**config.mk**
```make
export PLATFORM = sky130hd
export DESIGN_NAME = source_token_scanner
export DESIGN_NICKNAME = d
export VERILOG_FILES = /design/src/rtl/sts_pkg.sv /design/src/rtl/source_token_scanner.sv
export VERILOG_INCLUDE_DIRS = /design/src /design/src/rtl
export SDC_FILE = /design/constraint.sdc
export NUM_CORES = 1
export LEC_CHECK = 0
export ABC_AREA = 1
export BUFFER_PORTS_ARGS = -buffer_cell sky130_fd_sc_hd__buf_2
export CAP_MARGIN = 40
export CORE_MARGIN = 2
export CORE_UTILIZATION = 65
export CTS_CLUSTER_DIAMETER = 60
export DETAILED_ROUTE_END_ITERATION = 8
export PLACE_DENSITY = 0.84
export SYNTH_ARGS = -nofsm -noshare
export SYNTH_HDL_FRONTEND = slang
export SYNTH_SLANG_ARGS = --single-unit
```
**constraint.sdc**
```tcl
create_clock -name clk -period 6.25 [get_ports clk]
set_clock_uncertainty 0.1 [all_clocks]
set_input_delay 0.9375 -clock clk [delete_from_list [all_inputs] [get_ports clk]]
set_output_delay 0.9375 -clock clk [all_outputs]
set_load 0.05 [all_outputs]
```
**src/rtl/source_token_scanner_defines.svh**
```systemverilog
// ---------------------------------------------------------------------------
// source_token_scanner_defines.svh
// assertion macros shared by the scanner rtl
// ---------------------------------------------------------------------------
`ifndef SOURCE_TOKEN_SCANNER_DEFINES_SVH
`define SOURCE_TOKEN_SCANNER_DEFINES_SVH

// check that a condition implies a consequence on the same edge
`define STS_ASSERT_IMPL(label, cond, cons, msg) \
    label: assert property (@(posedge clk) disable iff (!rst_n) (cond) |-> (cons)) \
        else $error(msg);

// check that a condition implies a consequence on the next edge
`define STS_ASSERT_NEXT(label, cond, cons, msg) \
    label: assert property (@(posedge clk) disable iff (!rst_n) (cond) |=> (cons)) \
        else $error(msg);

`endif

```
**src/rtl/sts_pkg.sv**
```systemverilog
// ---------------------------------------------------------------------------
// sts_pkg
// types, token codes and character classes for the source token scanner
// ---------------------------------------------------------------------------
package sts_pkg;

    localparam int POSITION_BITS_DEF = 16;
    localparam int KEYWORD_CHARS_DEF = 6;
    localparam int FIELD_W           = 16;

    typedef enum logic [2:0] {
        MODE_IDLE     = 3'd0,
        MODE_IDENT    = 3'd1,
        MODE_NUMBER   = 3'd2,
        MODE_STRING   = 3'd3,
        MODE_COMMENT  = 3'd4,
        MODE_OPERATOR = 3'd5
    } scan_mode_t;

    localparam logic [5:0] KIND_IDENT  = 6'd16;
    localparam logic [5:0] KIND_NUMBER = 6'd17;
    localparam logic [5:0] KIND_STRING = 6'd18;
    localparam logic [5:0] KIND_EOF    = 6'd43;
    localparam logic [5:0] KIND_ERROR  = 6'd44;
    localparam logic [5:0] KIND_NONE   = 6'd0;

    localparam logic [1:0] ERR_NONE       = 2'd0;
    localparam logic [1:0] ERR_UNEXPECTED = 2'd1;
    localparam logic [1:0] ERR_UNTERM     = 2'd2;

    localparam int KW_COUNT = 16;
    localparam logic [63:0] KW_TABLE [KW_COUNT] = '{
        64'h666E, 64'h6C6574, 64'h6C6F6F70, 64'h6C6F63616C,
        64'h676C6F62616C, 64'h7072696E74, 64'h6966, 64'h656C7365,
        64'h65786974, 64'h72657475726E, 64'h636F6E7374, 64'h636C617373,
        64'h737769746368, 64'h63617365, 64'h627265616B, 64'h74686973
    };

    typedef struct packed {
        logic [5:0]         kind;
        logic [FIELD_W-1:0] offset;
        logic [FIELD_W-1:0] length;
        logic [FIELD_W-1:0] line;
        logic [FIELD_W-1:0] column;
        logic [1:0]         err;
    } token_t;

    function automatic logic is_alpha(input logic [7:0] c);
        return (c >= 8'h61 && c <= 8'h7A) || (c >= 8'h41 && c <= 8'h5A);
    endfunction

    function automatic logic is_digit(input logic [7:0] c);
        return c >= 8'h30 && c <= 8'h39;
    endfunction

    function automatic logic [5:0] single_punct(input logic [7:0] c);
        case (c)
            8'h28: return 6'd19;
            8'h29: return 6'd20;
            8'h7B: return 6'd21;
            8'h7D: return 6'd22;
            8'h5B: return 6'd23;
            8'h5D: return 6'd24;
            8'h2C: return 6'd25;
            8'h2A: return 6'd26;
            8'h2F: return 6'd27;
            8'h3A: return 6'd40;
            8'h3B: return 6'd41;
            8'h2E: return 6'd42;
            default: return KIND_NONE;
        endcase
    endfunction

    function automatic logic [5:0] operator_base(input logic [7:0] c);
        case (c)
            8'h2D: return 6'd28;
            8'h2B: return 6'd30;
            8'h3D: return 6'd32;
            8'h21: return 6'd34;
            8'h3C: return 6'd36;
            8'h3E: return 6'd38;
            default: return KIND_NONE;
        endcase
    endfunction

    function automatic logic [7:0] operator_second(input logic [7:0] c);
        if (c == 8'h2D || c == 8'h2B)
            return c;
        return 8'h3D;
    endfunction

endpackage

```
**src/rtl/source_token_scanner.sv**
```systemverilog
// ---------------------------------------------------------------------------
// source_token_scanner
// streaming lexer: one source byte in, up to two tokens out
// ---------------------------------------------------------------------------
//  channel | signals                                         | dir
//  input   | in_valid in_ready source_byte end_of_source     | in
//  output  | out_valid out_ready token_kind .. last_of_run   | out
//
//  each byte is scanned combinationally; its tokens show at the outputs the next cycle
//  a byte that closes a pending token and is itself a one-byte token, and an
//  end of source with a token open, give two tokens, which leave one after the other
//  input is taken whenever the two-entry buffer will be empty after this cycle
//  reset clears scan state and counters to line 1, column 1, offset 0.
`include "source_token_scanner_defines.svh"

module source_token_scanner #(
    parameter int POSITION_BITS = sts_pkg::POSITION_BITS_DEF,
    parameter int KEYWORD_CHARS = sts_pkg::KEYWORD_CHARS_DEF
) (
    input  logic                       clk,
    input  logic                       rst_n,
    input  logic                       in_valid,
    output logic                       in_ready,
    input  logic [7:0]                 source_byte,
    input  logic                       end_of_source,
    output logic                       out_valid,
    input  logic                       out_ready,
    output logic [5:0]                 token_kind,
    output logic [sts_pkg::FIELD_W-1:0] start_offset,
    output logic [sts_pkg::FIELD_W-1:0] token_length,
    output logic [sts_pkg::FIELD_W-1:0] start_line,
    output logic [sts_pkg::FIELD_W-1:0] start_column,
    output logic [1:0]                 error_code,
    output logic                       last_of_run
);

    localparam int FW   = sts_pkg::FIELD_W;
    localparam int WINW = 8 * KEYWORD_CHARS;
    localparam int PB   = POSITION_BITS;
    localparam logic [PB-1:0] LIM_P = (PB < FW) ? {PB{1'b1}} : PB'(16'hFFFF);
    localparam logic [FW-1:0] LEN_MAX = {FW{1'b1}};

    // scan state
    sts_pkg::scan_mode_t mode_reg, mode_next;
    logic [7:0]      pend_reg, pend_next;
    logic [WINW-1:0] win_reg, win_next;
    logic [PB-1:0]   toff_reg, toff_next, pos_reg, pos_next;
    logic [PB-1:0]   tline_reg, tline_next, tcol_reg, tcol_next;
    logic [PB-1:0]   line_reg, line_next, col_reg, col_next;
    logic [FW-1:0]   len_reg, len_next;

    // output buffer: two slots, fifo order
    sts_pkg::token_t buf_reg [2];
    logic            blast_reg [2];
    logic [1:0]      cnt_reg, cnt_next;
    logic            rd_reg;

    sts_pkg::token_t tok_a, tok_b, tok_open, tok_here;
    logic            emit_a, emit_b;
    logic [5:0]      kw_kind;
    logic            accept, pop;
    logic [7:0]      c;
    logic [FW-1:0]   len_grow;

    assign c        = source_byte;
    assign accept   = in_valid && in_ready;
    assign pop      = out_valid && out_ready;
    assign in_ready = (cnt_reg == 2'd0) || (cnt_reg == 2'd1 && out_ready);
    assign len_grow = (len_reg == LEN_MAX) ? len_reg : len_reg + FW'(1);

    // keyword match over the window
    always_comb
    begin
        kw_kind = sts_pkg::KIND_IDENT;
        if (len_reg <= FW'(KEYWORD_CHARS))
        begin
            for (int i = sts_pkg::KW_COUNT - 1; i >= 0; i--)
            begin
                if (64'(win_reg) == sts_pkg::KW_TABLE[i])
                    kw_kind = 6'(i);
            end
        end
    end

    // token descriptors for the open token and for the current byte
    always_comb
    begin
        tok_open.kind   = sts_pkg::KIND_NONE;
        tok_open.offset = FW'(toff_reg);
        tok_open.length = len_reg;
        tok_open.line   = FW'(tline_reg);
        tok_open.column = FW'(tcol_reg);
        tok_open.err    = sts_pkg::ERR_NONE;
        tok_here.kind   = sts_pkg::KIND_NONE;
        tok_here.offset = FW'(pos_reg);
        tok_here.length = FW'(1);
        tok_here.line   = FW'(line_reg);
        tok_here.column = FW'(col_reg);
        tok_here.err    = sts_pkg::ERR_NONE;
    end

    // one scan step
    always_comb
    begin
        logic scan_byte;
        logic [5:0] pk;
        mode_next  = mode_reg;
        pend_next  = pend_reg;
        win_next   = win_reg;
        toff_next  = toff_reg;
        tline_next = tline_reg;
        tcol_next  = tcol_reg;
        len_next   = len_reg;
        pos_next   = pos_reg + PB'(1);
        line_next  = line_reg;
        col_next   = (col_reg < LIM_P) ? col_reg + PB'(1) : col_reg;
        pk         = sts_pkg::single_punct(c);
        if (c == 8'h0A)
        begin
            line_next = (line_reg < LIM_P) ? line_reg + PB'(1) : line_reg;
            col_next  = PB'(1);
        end
        emit_a    = 1'b0;
        emit_b    = 1'b0;
        tok_a     = tok_open;
        tok_b     = tok_here;
        scan_byte = 1'b0;
        if (end_of_source)
        begin
            tok_b        = tok_here;
            tok_b.kind   = sts_pkg::KIND_EOF;
            tok_b.length = '0;
            emit_b       = 1'b1;
            emit_a       = 1'b1;
            case (mode_reg)
                sts_pkg::MODE_IDENT:    tok_a.kind = kw_kind;
                sts_pkg::MODE_NUMBER:   tok_a.kind = sts_pkg::KIND_NUMBER;
                sts_pkg::MODE_STRING:
                begin
                    tok_a.kind = sts_pkg::KIND_ERROR;
                    tok_a.err  = sts_pkg::ERR_UNTERM;
                end
                sts_pkg::MODE_OPERATOR: tok_a.kind = sts_pkg::operator_base(pend_reg);
                default:                emit_a = 1'b0;
            endcase
            mode_next  = sts_pkg::MODE_IDLE;
            pend_next  = '0;
            win_next   = '0;
            toff_next  = '0;
            tline_next = PB'(1);
            tcol_next  = PB'(1);
            len_next   = '0;
            pos_next   = '0;
            line_next  = PB'(1);
            col_next   = PB'(1);
        end
        else
        begin
            case (mode_reg)
                sts_pkg::MODE_IDENT:
                begin
                    if (sts_pkg::is_alpha(c) || sts_pkg::is_digit(c))
                    begin
                        if (len_reg < FW'(KEYWORD_CHARS))
                            win_next = {win_reg[WINW-9:0], c};
                        len_next = len_grow;
                    end
                    else
                    begin
                        tok_a.kind = kw_kind;
                        emit_a     = 1'b1;
                        scan_byte  = 1'b1;
                    end
                end
                sts_pkg::MODE_NUMBER:
                begin
                    if (sts_pkg::is_digit(c))
                        len_next = len_grow;
                    else
                    begin
                        tok_a.kind = sts_pkg::KIND_NUMBER;
                        emit_a     = 1'b1;
                        scan_byte  = 1'b1;
                    end
                end
                sts_pkg::MODE_STRING:
                begin
                    len_next = len_grow;
                    if (c == 8'h22)
                    begin
                        tok_b        = tok_open;
                        tok_b.length = len_grow;
                        tok_b.kind   = sts_pkg::KIND_STRING;
                        emit_b       = 1'b1;
                        mode_next    = sts_pkg::MODE_IDLE;
                    end
                end
                sts_pkg::MODE_COMMENT:
                begin
                    if (c == 8'h0A)
                        mode_next = sts_pkg::MODE_IDLE;
                end
                sts_pkg::MODE_OPERATOR:
                begin
                    pend_next = '0;
                    mode_next = sts_pkg::MODE_IDLE;
                    if (c == sts_pkg::operator_second(pend_reg))
                    begin
                        tok_b        = tok_open;
                        tok_b.length = len_grow;
                        tok_b.kind   = sts_pkg::operator_base(pend_reg) + 6'd1;
                        emit_b       = 1'b1;
                        len_next     = len_grow;
                    end
                    else
                    begin
                        tok_a.kind = sts_pkg::operator_base(pend_reg);
                        emit_a     = 1'b1;
                        scan_byte  = 1'b1;
                    end
                end
                default: scan_byte = 1'b1;
            endcase
            // idle scan of the current byte
            if (scan_byte)
            begin
                mode_next = sts_pkg::MODE_IDLE;
                if (c == 8'h20 || c == 8'h09 || c == 8'h0D || c == 8'h0A)
                begin
                end
                else if (c == 8'h23)
                    mode_next = sts_pkg::MODE_COMMENT;
                else if (sts_pkg::is_alpha(c) || sts_pkg::is_digit(c) || c == 8'h22
                         || sts_pkg::operator_base(c) != sts_pkg::KIND_NONE)
                begin
                    toff_next  = pos_reg;
                    tline_next = line_reg;
                    tcol_next  = col_reg;
                    len_next   = FW'(1);
                    if (sts_pkg::is_alpha(c))
                    begin
                        mode_next = sts_pkg::MODE_IDENT;
                        win_next  = WINW'(c);
                    end
                    else if (sts_pkg::is_digit(c))
                        mode_next = sts_pkg::MODE_NUMBER;
                    else if (c == 8'h22)
                        mode_next = sts_pkg::MODE_STRING;
                    else
                    begin
                        mode_next = sts_pkg::MODE_OPERATOR;
                        pend_next = c;
                    end
                end
                else
                begin
                    emit_b = 1'b1;
                    if (pk != sts_pkg::KIND_NONE)
                        tok_b.kind = pk;
                    else
                    begin
                        tok_b.kind = sts_pkg::KIND_ERROR;
                        tok_b.err  = sts_pkg::ERR_UNEXPECTED;
                    end
                end
            end
        end
    end

    // scan state registers
    always_ff @(posedge clk or negedge rst_n)
    begin
        if (!rst_n)
        begin
            mode_reg  <= sts_pkg::MODE_IDLE;
            pend_reg  <= '0;
            win_reg   <= '0;
            toff_reg  <= '0;
            tline_reg <= PB'(1);
            tcol_reg  <= PB'(1);
            len_reg   <= '0;
            pos_reg   <= '0;
            line_reg  <= PB'(1);
            col_reg   <= PB'(1);
        end
        else if (accept)
        begin
            mode_reg  <= mode_next;
            pend_reg  <= pend_next;
            win_reg   <= win_next;
            toff_reg  <= toff_next;
            tline_reg <= tline_next;
            tcol_reg  <= tcol_next;
            len_reg   <= len_next;
            pos_reg   <= pos_next;
            line_reg  <= line_next;
            col_reg   <= col_next;
        end
    end

    // output buffer control
    always_comb
    begin
        cnt_next = cnt_reg - {1'b0, pop};
        if (accept)
            cnt_next = cnt_next + {1'b0, emit_a} + {1'b0, emit_b};
    end

    always_ff @(posedge clk or negedge rst_n)
    begin
        if (!rst_n)
        begin
            cnt_reg <= '0;
            rd_reg  <= 1'b0;
        end
        else
        begin
            cnt_reg <= cnt_next;
            if (pop)
                rd_reg <= ~rd_reg;
        end
    end

    // output buffer payload, write pointer follows read pointer and count
    always_ff @(posedge clk)
    begin
        logic wp;
        wp = rd_reg ^ pop ^ (cnt_reg[0] ^ pop);
        if (accept)
        begin
            // the first token is the last of its item when no second one follows
            if (emit_a)
            begin
                buf_reg[wp]   <= tok_a;
                blast_reg[wp] <= ~emit_b;
                wp = ~wp;
            end
            if (emit_b)
            begin
                buf_reg[wp]   <= tok_b;
                blast_reg[wp] <= 1'b1;
            end
        end
    end

    assign out_valid    = cnt_reg != 2'd0;
    assign token_kind   = buf_reg[rd_reg].kind;
    assign start_offset = buf_reg[rd_reg].offset;
    assign token_length = buf_reg[rd_reg].length;
    assign start_line   = buf_reg[rd_reg].line;
    assign start_column = buf_reg[rd_reg].column;
    assign error_code   = buf_reg[rd_reg].err;
    assign last_of_run  = blast_reg[rd_reg];

    // checks
    `STS_ASSERT_IMPL(a_cnt_range, 1'b1, cnt_reg != 2'd3, "buffer count overflow")
    `STS_ASSERT_IMPL(a_ready_room, accept, cnt_reg - {1'b0, pop} == 2'd0, "accept without room")
    `STS_ASSERT_NEXT(a_eos_reset, accept && end_of_source, pos_reg == '0 && line_reg == PB'(1),
        "end of source did not reset position")

endmodule
```
==> flow_metrics.env <==
export IMPL_status="finished, final reports clean"
export IMPL_p_leak_uw=0.00955
export IMPL_route_detailed_drc=0
export IMPL_tns_ps=0
export IMPL_post_synth_instance_area_um2=19100
export IMPL_ioPinCount=88
export IMPL_path_common_cell="nand2_1"
export IMPL_n_antenna_cell=0
export IMPL_grt_max_degree=89
export IMPL_synth_top_area_cell="edfxtp_1"
export IMPL_grt_use_total_pct=35.4
export IMPL_hold_viol_final=0
export IMPL_start_util_pct=66.3
export IMPL_maxSlewHeadroom_pct=35.2
export IMPL_core_area_um2=28800
export IMPL_die_width_um=175
export IMPL_post_drt_wl_per_cell_um=17.4
export IMPL_grt_setup_unrepaired="false"
export IMPL_drive_above_1_share_pct=8.27
export IMPL_area_growth_pct=9.33
export IMPL_cts_sinks=320
export IMPL_wirelength_um=54400
export IMPL_synth_area_per_cell_um2=7.07
export IMPL_critPathBufInv=4
export IMPL_cts_made_buffers=37
export IMPL_largest_reg_flops=144
export IMPL_synth_most_common_cell="nand2_1"
export IMPL_synth_area_leaders="edfxtp_1, dfrtp_1, nand2_1"
export IMPL_cts_tree="yes"
export IMPL_holdCritPathClass="input pin to async pin"
export IMPL_grt_overflow=0
export IMPL_ys_seq_area_share_pct=45.6
export IMPL_ys_async_sr_fraction_pct=54.4
export IMPL_tightest_slew_ps=968
export IMPL_cts_hold_buf=0
export IMPL_die_area_um2=30800
export IMPL_end_kind="flop"
export IMPL_synth_main_ff_cell="dfrtp_1"
export IMPL_arrival_ps=4400
export IMPL_synth_seq_cells=320
export IMPL_slew_violations=0
export IMPL_critPathKind="input pin to flop"
export IMPL_cp_top_family="simple AND/OR/NAND/NOR gates"
export IMPL_layout_nets=2738
export IMPL_via_per_inst=5.91
export IMPL_worst_path_max_fanout=43
export IMPL_nFillCells=2327
export IMPL_startpoint_type="input pin"
export IMPL_powerDensity_nw_per_um2=429
export IMPL_via_count=18508
export IMPL_die_height_um=175
export IMPL_cts_clk_slew_worst_paths_ps=60
export IMPL_drtIter0Drc=2093
export IMPL_worstSkewPairLatency_ps=520
export IMPL_ant_nets=0
export IMPL_antenna_found_initial=0
export IMPL_cts_resized=0
export IMPL_report_final_setup_viol=0
export IMPL_ir_drop_v=0.000330
export IMPL_portBuffers=87
export IMPL_yosysWarnings=0
export IMPL_post_cts_buffers=0
export IMPL_crit_path_start="source_byte[6]"
export IMPL_grt_pass1_wl_um=87800
export IMPL_synth_cells=2699
export IMPL_synth_edf_count=142
export IMPL_synth_common_cells="nand2_1, nor2_1, o21ai_0, nand3_1, inv_1"
export IMPL_first_pass_iters=6
export IMPL_cp_slowest_stage_delay_ps=720
export IMPL_clock_root_buffer="clkbuf_16"
export IMPL_gp_congestion=0.974
export IMPL_path_cells="buf_2 > nor2_1 > nand2_1 > nor2_2 > nand2_1 > nor2_1 > inv_1 > nand2_2 > nor2_1 > nand2_4 > nand3_2 > inv_2 > buf_4 > nand2_1 > nand2_1"
export IMPL_synth_nets=2719
export IMPL_synth_distinct_cells=53
export IMPL_drv_cap=0
export IMPL_row_count=62
export IMPL_pre_cts_slack_ps=1770
export IMPL_clockBufferDepth=3
export IMPL_yosys_area_top_type_share_pct=22.3
export IMPL_fin_crit_sh_pct=65.8
export IMPL_slowest_stage="inv_2"
export IMPL_setup_ws_ps=2140
export IMPL_max_freq_mhz=243
export IMPL_rr_startpoint="pend_reg[4]$_DFFE_PN0P_"
export IMPL_timing_final_crit_period_ps=4110
export IMPL_dp_hpwl_um=36300
export IMPL_htree_num_levels=2
export IMPL_grt_pass1_vias=17526
export IMPL_crit_required_ps=6540
export IMPL_reg2reg_slack_ps=2280
[per-stage QoR]
step | area [µm²] | power [µW] | cells | utilization [%] | hold WS [ps]
after floorplan | 19100 | 5840 | 2699 | - | 346
after global placement | 19600 | 6710 | 3058 | 68.1 | 354
after detailed placement | 19700 | 6850 | 3063 | 68.5 | 355
after CTS | 20900 | 8920 | 3129 | 72.5 | 364
after global routing | 20900 | 9410 | 3129 | 72.5 | 407
final | 20900 | 8950 | 3129 | 72.5 | 367
[report_power, final]
part           internal [µW]  total [µW]  switching, µW
Sequential              2750        3120            364
Combinational            838        3770           2930
Clock                   1200        2070            870
[logic make-up (layout without fill, tap and decap cells)]
group                    after synthesis  after routing  synth area share (%)
flip-flops                           320            320                  45.6
AND/OR/NAND/NOR                     1594           1594                  34.6
adder cells (fa/ha/maj)                7              7                 0.498
XOR/XNOR                              18             18                 0.826
buffers and inverters                362            408                  7.63
multiplexers                           1              1                0.0524
AO/OA/AOI/OAI                        397            397                  10.8
[layout make-up]
type	count	area [µm²]	share of cell area, %
Clock buffer	47	1010	4.86
Inverter	233	877	4.20
Tap cell	384	480	2.30
Sequential cell	320	8700	41.7
Multi-Input combinational cell	2017	8950	42.9
Clock inverter	19	150	0.719
Timing Repair Buffer	109	692	3.31
[final timing paths]
path	depth (start not counted)	end
worst max-delay path	15	buf_reg[1][50]$_DFFE_PP_
worst min-delay path	1	win_reg[15]$_DFFE_PN0P_
worst max register to register	18	buf_reg[1][50]$_DFFE_PP_
worst min register to register	2	buf_reg[1][1]$_SDFFE_PP0P_
max in group asynchronous	2	rd_reg$_DFFE_PN0P_
min in group clk	2	buf_reg[1][1]$_SDFFE_PP0P_
[cells in the final DEF, fill, tap and decap left out, drive strengths merged, types with 2 or more instances in the layout]
cell / Yosys / routed
a21oi: 99 / 99
a31oi: 2 / 2
and2: 3 / 3
buf: 48 / 109
clkbuf: 81 / 47
clkinv: 4 / 19
dfrtp: 170 / 170
dfstp: 4 / 4
dfxtp: 4 / 4
edfxtp: 142 / 142
ha: 6 / 6
inv: 229 / 231
nand2: 1052 / 1052
nand3: 220 / 220
nand4: 32 / 32
nor2: 227 / 227
nor3: 41 / 41
nor3b: 3 / 3
nor4: 9 / 9
o211ai: 8 / 8
o21a: 4 / 4
o21ai: 264 / 264
o21bai: 2 / 2
o22ai: 6 / 6
o31ai: 7 / 7
or2: 4 / 4
xnor2: 2 / 2
xor2: 16 / 16
[layer usage]
layer	GRT usage (%)	up-vias	part of all wire [%]
li1	-	8795	-
met1	46.3	8664	40
met2	61.3	909	49
met3	3.70	140	7.8
met4	13.1	0	3.1
met5	0	-	0
[worst reg2reg max path, cell delays in order, from the launching register on]
cell and delay (ps):
dfrtp_1 430, inv_1 90, nand2_1 80, nor2_4 250, nand2_2 150, nand2_1 80, nand3_1 70, nor2_2 170
nand2_4 140, nor2_4 140, inv_2 50, nand2_2 430, nor2_1 150, nand2_4 140, nand3_2 150, inv_2 720
buf_4 360, nand2_1 100, nand2_1 70
(Power assumes the default switching activity.)
